--- src/mec_pkg.sv ---
`default_nettype none

package mec_pkg;

    // Widths of the fixed-point words
    localparam int unsigned CoordW = 32;
    localparam int unsigned ProdW  = 64;
    localparam int unsigned CountW = 16;
    localparam int unsigned ColorW = 8;

    // Q4.28 coordinates, Q8.56 products
    localparam int unsigned FracBits = 28;

    // Escape when the Q8.56 magnitude reaches 4.0, i.e. any bit at or above 58
    localparam int unsigned EscapeBit = 58;

    localparam logic [CountW-1:0] ResetMaxIter = 16'd1000;
    localparam logic [ColorW-1:0] GreenOffset  = 8'd85;
    localparam logic [ColorW-1:0] BlueOffset   = 8'd170;

    localparam logic [CoordW-1:0] CoordMax = 32'h7FFF_FFFF;
    localparam logic [CoordW-1:0] CoordMin = 32'h8000_0000;

    // Operand pair fed to the shared multiplier
    typedef enum logic [1:0] {
        MS_RR = 2'd0,
        MS_II = 2'd1,
        MS_RI = 2'd2
    } t_mul_sel;

    // Sequencer to datapath controls
    typedef struct packed {
        logic     load;      // take a new point
        logic     cap_rr;    // product holds zr*zr
        logic     cap_diff;  // product holds zi*zi
        logic     update;    // product holds zr*zi, step z
        t_mul_sel sel;
    } t_dp_ctrl;

endpackage

`default_nettype wire

--- src/mec_dp.sv ---
`default_nettype none

module mec_dp (
    input  wire logic                               i_clk,
    input  wire mec_pkg::t_dp_ctrl                  i_ctrl,
    input  wire logic signed [mec_pkg::CoordW-1:0]  i_c_re,
    input  wire logic signed [mec_pkg::CoordW-1:0]  i_c_im,
    output logic                                    o_escaped
);
    import mec_pkg::*;

    localparam int unsigned NrW = ProdW - FracBits + 1;      // 37
    localparam int unsigned NiW = ProdW - FracBits + 2;      // 38

    logic signed [CoordW-1:0] r_cr, r_ci, r_zr, r_zi;
    logic signed [ProdW-1:0]  r_prod, r_rr, r_diff;

    logic signed [CoordW-1:0] w_a, w_b;
    logic signed [ProdW-1:0]  w_prod;
    logic        [ProdW-1:0]  w_mag;
    logic signed [NrW-1:0]    w_nr;
    logic signed [NiW-1:0]    w_ni;
    logic signed [CoordW-1:0] w_zr_sat, w_zi_sat;

    // Shared multiplier operand select
    always_comb begin
        unique case (i_ctrl.sel)
            MS_RR:   begin w_a = r_zr; w_b = r_zr; end
            MS_II:   begin w_a = r_zi; w_b = r_zi; end
            MS_RI:   begin w_a = r_zr; w_b = r_zi; end
            default: begin w_a = r_zr; w_b = r_zr; end
        endcase
    end

    assign w_prod = ProdW'(w_a) * ProdW'(w_b);

    // |z|^2 test: both squares are non-negative, sum cannot wrap
    assign w_mag     = r_rr + r_prod;
    assign o_escaped = |w_mag[ProdW-1:EscapeBit];

    // New real part: floor((rr - ii) / 2^28) + c_re
    assign w_nr = NrW'($signed(r_diff[ProdW-1:FracBits])) + NrW'(r_cr);
    // New imaginary part: floor(zr*zi / 2^27) + c_im
    assign w_ni = NiW'($signed(r_prod[ProdW-1:FracBits-1])) + NiW'(r_ci);

    // Clamp to the signed 32-bit range
    always_comb begin
        if (w_nr[NrW-1:CoordW-1] == {(NrW-CoordW+1){w_nr[NrW-1]}}) begin
            w_zr_sat = w_nr[CoordW-1:0];
        end else begin
            w_zr_sat = w_nr[NrW-1] ? CoordMin : CoordMax;
        end
        if (w_ni[NiW-1:CoordW-1] == {(NiW-CoordW+1){w_ni[NiW-1]}}) begin
            w_zi_sat = w_ni[CoordW-1:0];
        end else begin
            w_zi_sat = w_ni[NiW-1] ? CoordMin : CoordMax;
        end
    end

    // Datapath registers
    always_ff @(posedge i_clk) begin
        r_prod <= w_prod;
        if (i_ctrl.load) begin
            r_cr <= i_c_re;
            r_ci <= i_c_im;
            r_zr <= i_c_re;
            r_zi <= i_c_im;
        end else if (i_ctrl.update) begin
            r_zr <= w_zr_sat;
            r_zi <= w_zi_sat;
        end
        if (i_ctrl.cap_rr) begin
            r_rr <= r_prod;
        end
        if (i_ctrl.cap_diff) begin
            r_diff <= r_rr - r_prod;
        end
    end

endmodule

`default_nettype wire

--- src/mandelbrot_escape_colour.sv ---
// Channel   | Direction | Handshake                   | Payload
// ----------+-----------+-----------------------------+---------------------------------
// point     | in        | start, busy                 | i_c_re, i_c_im (Q4.28 signed)
// result    | out       | o_result_valid (strobe)     | o_escape_count, o_red/green/blue
// config    | in        | i_cfg_valid, o_cfg_ready    | i_cfg_data (max_iterations)
//
// One shared 32x32 multiplier does zr^2, zi^2 and zr*zi in turn, so an
// iteration steps through S_RR, S_II, S_RI and S_UPD; busy stays high through a
// point's final S_RI, and the result strobe comes in the cycle after that.
// A new point can be started in the same cycle as the result strobe.
// Synchronous active-low reset sets max_iterations to 1000 and idles the block.
// The receiver cannot stall: each result shows for exactly one cycle.
`default_nettype none

module mandelbrot_escape_colour (
    input  wire logic                               i_clk,
    input  wire logic                               i_rst_n,
    input  wire logic                               start,
    output logic                                    busy,
    input  wire logic signed [mec_pkg::CoordW-1:0]  i_c_re,
    input  wire logic signed [mec_pkg::CoordW-1:0]  i_c_im,
    output logic                                    o_result_valid,
    output logic [mec_pkg::CountW-1:0]              o_escape_count,
    output logic [mec_pkg::ColorW-1:0]              o_red,
    output logic [mec_pkg::ColorW-1:0]              o_green,
    output logic [mec_pkg::ColorW-1:0]              o_blue,
    input  wire logic                               i_cfg_valid,
    output logic                                    o_cfg_ready,
    input  wire logic [mec_pkg::CountW-1:0]         i_cfg_data
);
    import mec_pkg::*;

    typedef enum logic [4:0] {
        S_IDLE = 5'b00001,
        S_RR   = 5'b00010,
        S_II   = 5'b00100,
        S_RI   = 5'b01000,
        S_UPD  = 5'b10000
    } t_state;

    t_state              r_state, n_state;
    logic [CountW-1:0]   r_count, n_count;
    logic [CountW-1:0]   r_max_iter;
    logic                r_result_valid, n_result_valid;
    logic [CountW-1:0]   r_escape_count;
    logic [ColorW-1:0]   r_red, r_green, r_blue;
    t_dp_ctrl            w_ctrl;
    logic                w_escaped;
    logic                w_finish;

    mec_dp u_dp (
        .i_clk     (i_clk),
        .i_ctrl    (w_ctrl),
        .i_c_re    (i_c_re),
        .i_c_im    (i_c_im),
        .o_escaped (w_escaped)
    );

    assign busy        = (r_state != S_IDLE);
    assign o_cfg_ready = 1'b1;

    // Iteration stops on escape or when the count reaches the cap
    assign w_finish = (r_state == S_RI) && (w_escaped || !(r_count < r_max_iter));

    // Sequencer
    always_comb begin
        n_state        = r_state;
        n_count        = r_count;
        n_result_valid = 1'b0;
        w_ctrl         = '{load: 1'b0, cap_rr: 1'b0, cap_diff: 1'b0,
                           update: 1'b0, sel: MS_RR};
        unique case (r_state)
            S_IDLE: begin
                if (start) begin
                    w_ctrl.load = 1'b1;
                    n_count     = CountW'(1);
                    n_state     = S_RR;
                end
            end
            S_RR: begin
                w_ctrl.sel = MS_RR;
                n_state    = S_II;
            end
            S_II: begin
                w_ctrl.cap_rr = 1'b1;
                w_ctrl.sel    = MS_II;
                n_state       = S_RI;
            end
            S_RI: begin
                w_ctrl.cap_diff = 1'b1;
                w_ctrl.sel      = MS_RI;
                if (w_finish) begin
                    n_result_valid = 1'b1;
                    n_state        = S_IDLE;
                end else begin
                    n_state = S_UPD;
                end
            end
            S_UPD: begin
                w_ctrl.update = 1'b1;
                n_count       = r_count + CountW'(1);
                n_state       = S_RR;
            end
            default: begin
                n_state = S_IDLE;
            end
        endcase
    end

    // Control registers and the iteration cap
    always_ff @(posedge i_clk) begin
        if (!i_rst_n) begin
            r_state        <= S_IDLE;
            r_count        <= CountW'(1);
            r_result_valid <= 1'b0;
            r_max_iter     <= ResetMaxIter;
        end else begin
            r_state        <= n_state;
            r_count        <= n_count;
            r_result_valid <= n_result_valid;
            if (i_cfg_valid && o_cfg_ready) begin
                r_max_iter <= i_cfg_data;
            end
        end
    end

    // Result registers: black when the cap was reached
    always_ff @(posedge i_clk) begin
        if (w_finish) begin
            r_escape_count <= r_count;
            if (r_count == r_max_iter) begin
                r_red   <= '0;
                r_green <= '0;
                r_blue  <= '0;
            end else begin
                r_red   <= r_count[ColorW-1:0];
                r_green <= r_count[ColorW-1:0] + GreenOffset;
                r_blue  <= r_count[ColorW-1:0] + BlueOffset;
            end
        end
    end

    assign o_result_valid = r_result_valid;
    assign o_escape_count = r_escape_count;
    assign o_red          = r_red;
    assign o_green        = r_green;
    assign o_blue         = r_blue;

    // A result strobe only follows the escape test step
    a_strobe_after_test: assert property (@(posedge i_clk) disable iff (!i_rst_n)
        o_result_valid |-> $past(r_state == S_RI))
        else $error("result strobe without a preceding escape test");

    // Strobe cycle finds the block idle
    a_idle_on_strobe: assert property (@(posedge i_clk) disable iff (!i_rst_n)
        o_result_valid |-> !busy)
        else $error("block busy during result strobe");

    // A started point begins its first square with a count of one
    a_start_seq: assert property (@(posedge i_clk) disable iff (!i_rst_n)
        (start && !busy) |=> (r_state == S_RR && r_count == CountW'(1)))
        else $error("point transfer did not start iteration");

    // The count never wraps to zero
    a_count_nonzero: assert property (@(posedge i_clk) disable iff (!i_rst_n)
        o_result_valid |-> (o_escape_count != '0))
        else $error("escape count of zero");

endmodule

`default_nettype wire
--- config.mk ---
export PLATFORM = sky130hd
export DESIGN_NAME = mandelbrot_escape_colour
export DESIGN_NICKNAME = d
export VERILOG_FILES = /design/src/mec_pkg.sv /design/src/mec_dp.sv /design/src/mandelbrot_escape_colour.sv
export SDC_FILE = /design/constraint.sdc
export NUM_CORES = 2
export LEC_CHECK = 0
export BUFFER_PORTS_ARGS = -buffer_cell sky130_fd_sc_hd__buf_2
export CAP_MARGIN = 25
export CORE_MARGIN = 1.5
export CORE_UTILIZATION = 35
export CTS_CLUSTER_DIAMETER = 120
export DETAILED_ROUTE_END_ITERATION = 12
export SLEW_MARGIN = 20
export SYNTH_ARGS = -nofsm -noshare
export SYNTH_HDL_FRONTEND = slang
export SYNTH_HIERARCHICAL = 1
export SYNTH_SLANG_ARGS = --single-unit
--- constraint.sdc ---
create_clock -name i_clk -period 27.7 [get_ports i_clk]
set_input_delay 1.385 -clock i_clk [delete_from_list [all_inputs] [get_ports i_clk]]
set_output_delay 1.385 -clock i_clk [all_outputs]
set_load 0.02 [all_outputs]
# Word level (Yosys, flattened, before mapping)
# Index checks and enable logic that the tools add are counted.
[totals]
register_bits = 398
out_inout_bits = 43
wordCells = 67
inputBits = 84
[op_classes]
mul = 1
mux = 22
n_lt_le_gt_ge = 1
addsub = 7
n_reduce_logical = 9
n_eq_ne = 12
[op_table]
columns = ["cell", "n"]
rows = [
  ["2-to-1 mux 32 bit", 10],
  ["adder 64 bit", 1],
  ["multiplier 32 x 32 -> 64 bit", 1],
  ["subtractor 64 bit", 1],
  ["adder 37 x 32 -> 38 bit", 1],
  ["adder 36 x 32 -> 37 bit", 1],
  ["case mux 16 bit (2 select lines)", 1],
  ["case mux 5 bit (5 select lines)", 1],
  ["adder 16 x 1 -> 16 bit, second input constant", 1],
  ["equality test 16 bit", 1],
  ["less-than comparator 16 bit", 1],
  ["2-to-1 mux 16 bit", 1],
  ["2-to-1 mux 5 bit", 2],
  ["adder 8 x 7 -> 8 bit, second input constant", 1],
  ["adder 8 bit, second input constant", 1],
  ["equality test 6 bit", 1],
  ["2-to-1 mux 1 bit", 6],
  ["OR reduction 6 bit", 1],
  ["equality test 5 x 1 -> 1 bit, second input constant", 1],
  ["equality test 5 x 2 -> 1 bit, second input constant", 1],
  ["equality test 5 x 3 -> 1 bit, second input constant", 1],
  ["equality test 5 x 4 -> 1 bit, second input constant", 1],
  ["equality test 5 bit", 1],
  ["equality test 5 bit, second input constant", 1],
  ["other kinds (11)", 13],
]

# Depth between registers and ports, before layout
[logic_depth]
depth_word = 6
ltp_mapped = 38

# Cells and area by module
# The synthesis kept the hierarchy.
[modules_own_cells]
columns = ["module", "n_inst", "cells_per_inst", "area_each_um2"]
rows = [
  ["mec_dp", 1, 5682, 54076.9],
  ["mandelbrot_escape_colour", 1, 342, 3579.7],
]

# Least setup slack after synthesis
# OpenSTA, ideal clock, no wires.
[synth_timing]
path_kind = "flip-flop to flip-flop"
from = "reg r_state[4]"
to = "reg u_dp.r_prod[62]"
path_stages_with_launch = 36
path_buffers = 4
setup_slack_ps = 17459
t_arrival_ps = 10169
cell_sequence = "dfxtp_1 > nor3_1 > nand3b_1 > inv_1 > inv_1 > ha_1 > clkbuf_1 > clkbuf_1 > mux2i_1 > clkbuf_1 > nor2_1 > fa_1 > inv_1 > fa_1 > inv_1 > fa_1 > fa_1 > inv_1 > fa_1 > inv_1 > fa_1 > fa_1 > fa_1 > ha_1 > clkbuf_1 > a21o_1 > a21oi_1 > o21ai_0 > a41oi_1 > nor3_1 > a21oi_1 > a31oi_1 > a21oi_1 > o211ai_1 > a31oi_1 > xnor2_1"
[synth_rtl]
columns = ["element", "line", "text"]
rows = [
  ["start, declared", "mandelbrot_escape_colour.sv:41", "t_state r_state, n_state;"],
  ["start signal, assigned", "mandelbrot_escape_colour.sv:118", "r_state <= n_state;"],
  ["end signal, assigned", "mec_dp.sv:62", "r_prod <= w_prod;"],
  ["end, declared", "mec_dp.sv:16", "logic signed [ProdW-1:0] r_prod, r_rr, r_diff;"],
]

==> flow_metrics.py <==
metrics = {
    "status": {
        "outcome": "complete, no violations",
    },
    "logic_synthesis": {
        "yosysWarningCount": 6,
        "synth_area_sq_um": 57700,
        "synth_cells": 6024,
        "synth_edf_count": 267,
        "synth.avg_cell_area_sq_um": 9.57,
        "syn_nets": 7593,
        "ys.flop_type": "edfxtp_1",
        "ys_ff_latch": 369,
        "yosysSeqAreaShare_pct": 17.4,
        "ys_async_sr_fraction_pct": 0,
        "synth_cell_types": 107,
    },
    "clocking": {
        "cts_max_level": 2,
        "cts_sinks": 369,
        "cts_tree": "yes",
        "clk-insertion-delay-late_ns": 0.56,
        "clock_path_buffers": 3,
        "cts_made_buffers": 35,
        "holdBufCountCts": 0,
        "root_buffer": "clkbuf_16",
        "post_cts_buffers": 0,
        "clkTransAtPathRegs_ns": 0.07,
        "cts_resized": 0,
    },
    "place": {
        "port_buffers": 125,
        "gp_congestion": 0.956,
        "place_hpwl_mm": 146,
    },
    "cells_and_area": {
        "final_net_count": 7604,
        "fillers": 16280,
        "layout.area.seq_sq_um": 10100,
        "drive_above_1_share_pct": 6.91,
        "syn_to_final_growth_pct": 7.74,
        "multiInputGateArea_sq_um": 42600,
    },
    "hold_path": {
        "hold_depth": 0,
        "hold_end": "u_dp/r_rr[21]$_DFFE_PP_",
        "hp-start": "u_dp/r_prod[21]$_DFF_P_",
        "hp-class": "flip-flop to flip-flop",
    },
    "worst_setup_path": {
        "crit_arrival_ns": 12.25,
        "startpoint_type": "flip-flop",
        "crit_fanout": 37,
        "reg2reg_depth": 35,
        "rrSetupSlack_ns": 15.88,
        "reg2reg_from": "r_state[0]$_SDFFE_PN1P_",
        "end_kind": "flip-flop",
        "cp_data_required_time_ns": 28.13,
        "regToRegEndpoint": "u_dp/r_prod[63]$_DFF_P_",
        "cpMaxStageDelayCell": "a2111oi_0",
        "critical_path_class": "flip-flop to flip-flop",
        "slowest_delay_ns": 0.82,
    },
    "timing": {
        "finalSetupViolCount": 0,
        "slew_viol_final": 0,
        "final_hold_viol_count": 0,
        "tns_ns": 0,
        "worst_slew_pin_slew_ns": 1.15,
        "max_freq_mhz": 84.6,
        "finalCritPeriodShare_pct": 42.7,
        "finClkSkew_ns": 0.0380,
        "slew_headroom_pct": 22.5,
        "rsz0062_at_grt": "no",
        "finalCriticalPeriod_ns": 11.82,
    },
    "routing": {
        "routed_via_density": 5.33,
        "ant_nets": 0,
        "wire_per_inst_um": 22.8,
        "dr_total_vias": 43899,
        "drt_wl_total_mm": 188,
        "drtPass1Iterations": 7,
        "drt_iter0_drc": 3879,
        "drc": 0,
    },
    "flow_run": {
        "max_cap_violations": 0,
    },
    "die": {
        "die_area_sq_um": 167000,
        "fp-row-count": 148,
        "die_height_um": 409,
        "die_w_um": 409,
        "start_util_pct": 35.3,
        "pin_count": 127,
        "core_sq_um": 163000,
    },
    "grt": {
        "grt_usage_pct": 22.4,
        "antenna_found_initial": 5,
        "grt_pass1_vias": 45397,
        "grt_max_degree": 69,
        "globalRoute.totalOverflow": 0,
        "grt_pass1_wl_mm": 283,
    },
}
[layout by cell type, fill, tap and decap left out, types with 81 or more instances in the layout]
master       n
a21oi_1    259
a21o_1      90
o21ai_0    116
buf_4       81
edfxtp_1   267
dfxtp_1    102
nor2_1     676
xnor2_1    112
buf_2      125
nand2_1    642
fa_1      1084
ha_1       400
inv_1     1139
[worst max-delay path: cells and delay by family (launching register included)]
kind	cells	cell delay [ns]
fa+ha+maj	10	4.68
xor+xnor	1	0.15
simple gates	8	1.46
compound gates	5	2.27
mux	1	0.54
buf+inv	10	2.10
flops	1	0.37
[cell families after synthesis]
group / after synthesis / share of synthesized area, %
other: 1 / 0.00650
flip-flops: 369 / 17.4
XOR/XNOR: 180 / 2.73
AND/OR/NAND/NOR: 1711 / 12.9
multiplexers: 141 / 2.62
AO/OA/AOI/OAI: 762 / 8.88
buffers and inverters: 1375 / 9.07
adder cells (fa/ha/maj): 1485 / 46.3
[cell type report]
type | instances | area share [%]
diodes | 4 | 0.0161
clock buffers | 49 | 1.65
clock inverters | 14 | 0.294
inverters | 1141 | 6.90
multi-input cells | 4280 | 68.5
flip-flops and latches | 369 | 16.2
well taps | 2175 | 4.38
repair buffers | 208 | 2.05
[metal layers]
metal | global-route usage, % | up-vias | wire [um]
met5 | 0.172 | - | 44
met4 | 9.39 | 2 | 10000
met3 | 5.35 | 519 | 17600
met2 | 35.2 | 2015 | 84600
met1 | 29.4 | 22388 | 75500
li1 | - | 18975 | -
[stage by stage]
step / worst slack, ns / utilization (%) / cells / hold slack (ns) / instance area (sq um)
2_1_floorplan: 17.46 / - / 6024 / 0.431 / 57700
3_3_place_gp: 16.16 / 37.3 / 8171 / 0.452 / 60900
3_5_place_dp: 16.06 / 37.3 / 8172 / 0.448 / 60900
4_1_cts: 16.02 / 38.1 / 8235 / 0.466 / 62100
5_1_grt: 15.31 / 38.1 / 8237 / 0.477 / 62100
6_report: 15.88 / 38.1 / 8240 / 0.464 / 62100
[how the worst max path moves through the flow]
stage / from / end / slack [ns] / cells past startpoint
CTS: r_state[0]$_SDFFE_PN1P_ / u_dp/r_prod[62]$_DFF_P_ / 16.02 / 34
global placement: r_state[0]$_SDFFE_PN1P_ / u_dp/r_prod[63]$_DFF_P_ / 16.16 / 34
floorplan: r_state[4]$_SDFFE_PN0P_ / u_dp/r_prod[62]$_DFF_P_ / 17.46 / 35
finish: r_state[0]$_SDFFE_PN1P_ / u_dp/r_prod[63]$_DFF_P_ / 15.88 / 35
global route: r_state[0]$_SDFFE_PN1P_ / u_dp/r_prod[62]$_DFF_P_ / 15.31 / 34
detailed placement: r_state[0]$_SDFFE_PN1P_ / u_dp/r_prod[63]$_DFF_P_ / 16.06 / 34
[synth_stat cells, types with 42 or more instances]
| cell | instances | area (sq um) |
|---|---|---|
| inv_1 | 1141 | 4280 |
| fa_1 | 1084 | 21700 |
| nor2_1 | 676 | 2540 |
| nand2_1 | 642 | 2410 |
| ha_1 | 401 | 5020 |
| edfxtp_1 | 267 | 8020 |
| a21oi_1 | 259 | 1300 |
| clkbuf_1 | 191 | 717 |
| o21ai_0 | 117 | 586 |
| xnor2_1 | 112 | 981 |
| dfxtp_1 | 102 | 2040 |
| a21o_1 | 90 | 676 |
| nor2b_1 | 75 | 469 |
| mux2i_1 | 74 | 741 |
| xor2_1 | 68 | 596 |
| mux2_2 | 65 | 732 |
| nand3_1 | 55 | 275 |
| nand2b_1 | 45 | 282 |
| nor3_1 | 42 | 210 |
[registers in the layout, summed over array words and instances (netlist names)]
register / count
u_dp/r_prod: 64
u_dp/r_rr: 64
u_dp/r_diff: 36
u_dp/r_ci: 32
u_dp/r_cr: 32
u_dp/r_zi: 32
u_dp/r_zr: 32
o_escape_count: 16
r_count: 16
r_max_iter: 16
o_green: 8
o_red: 8
o_blue: 7
r_state: 5
o_result_valid: 1
Power is left out: the tool's default activity adds up to more than one toggle a clock period on the data nets, which glitch-free logic cannot reach.
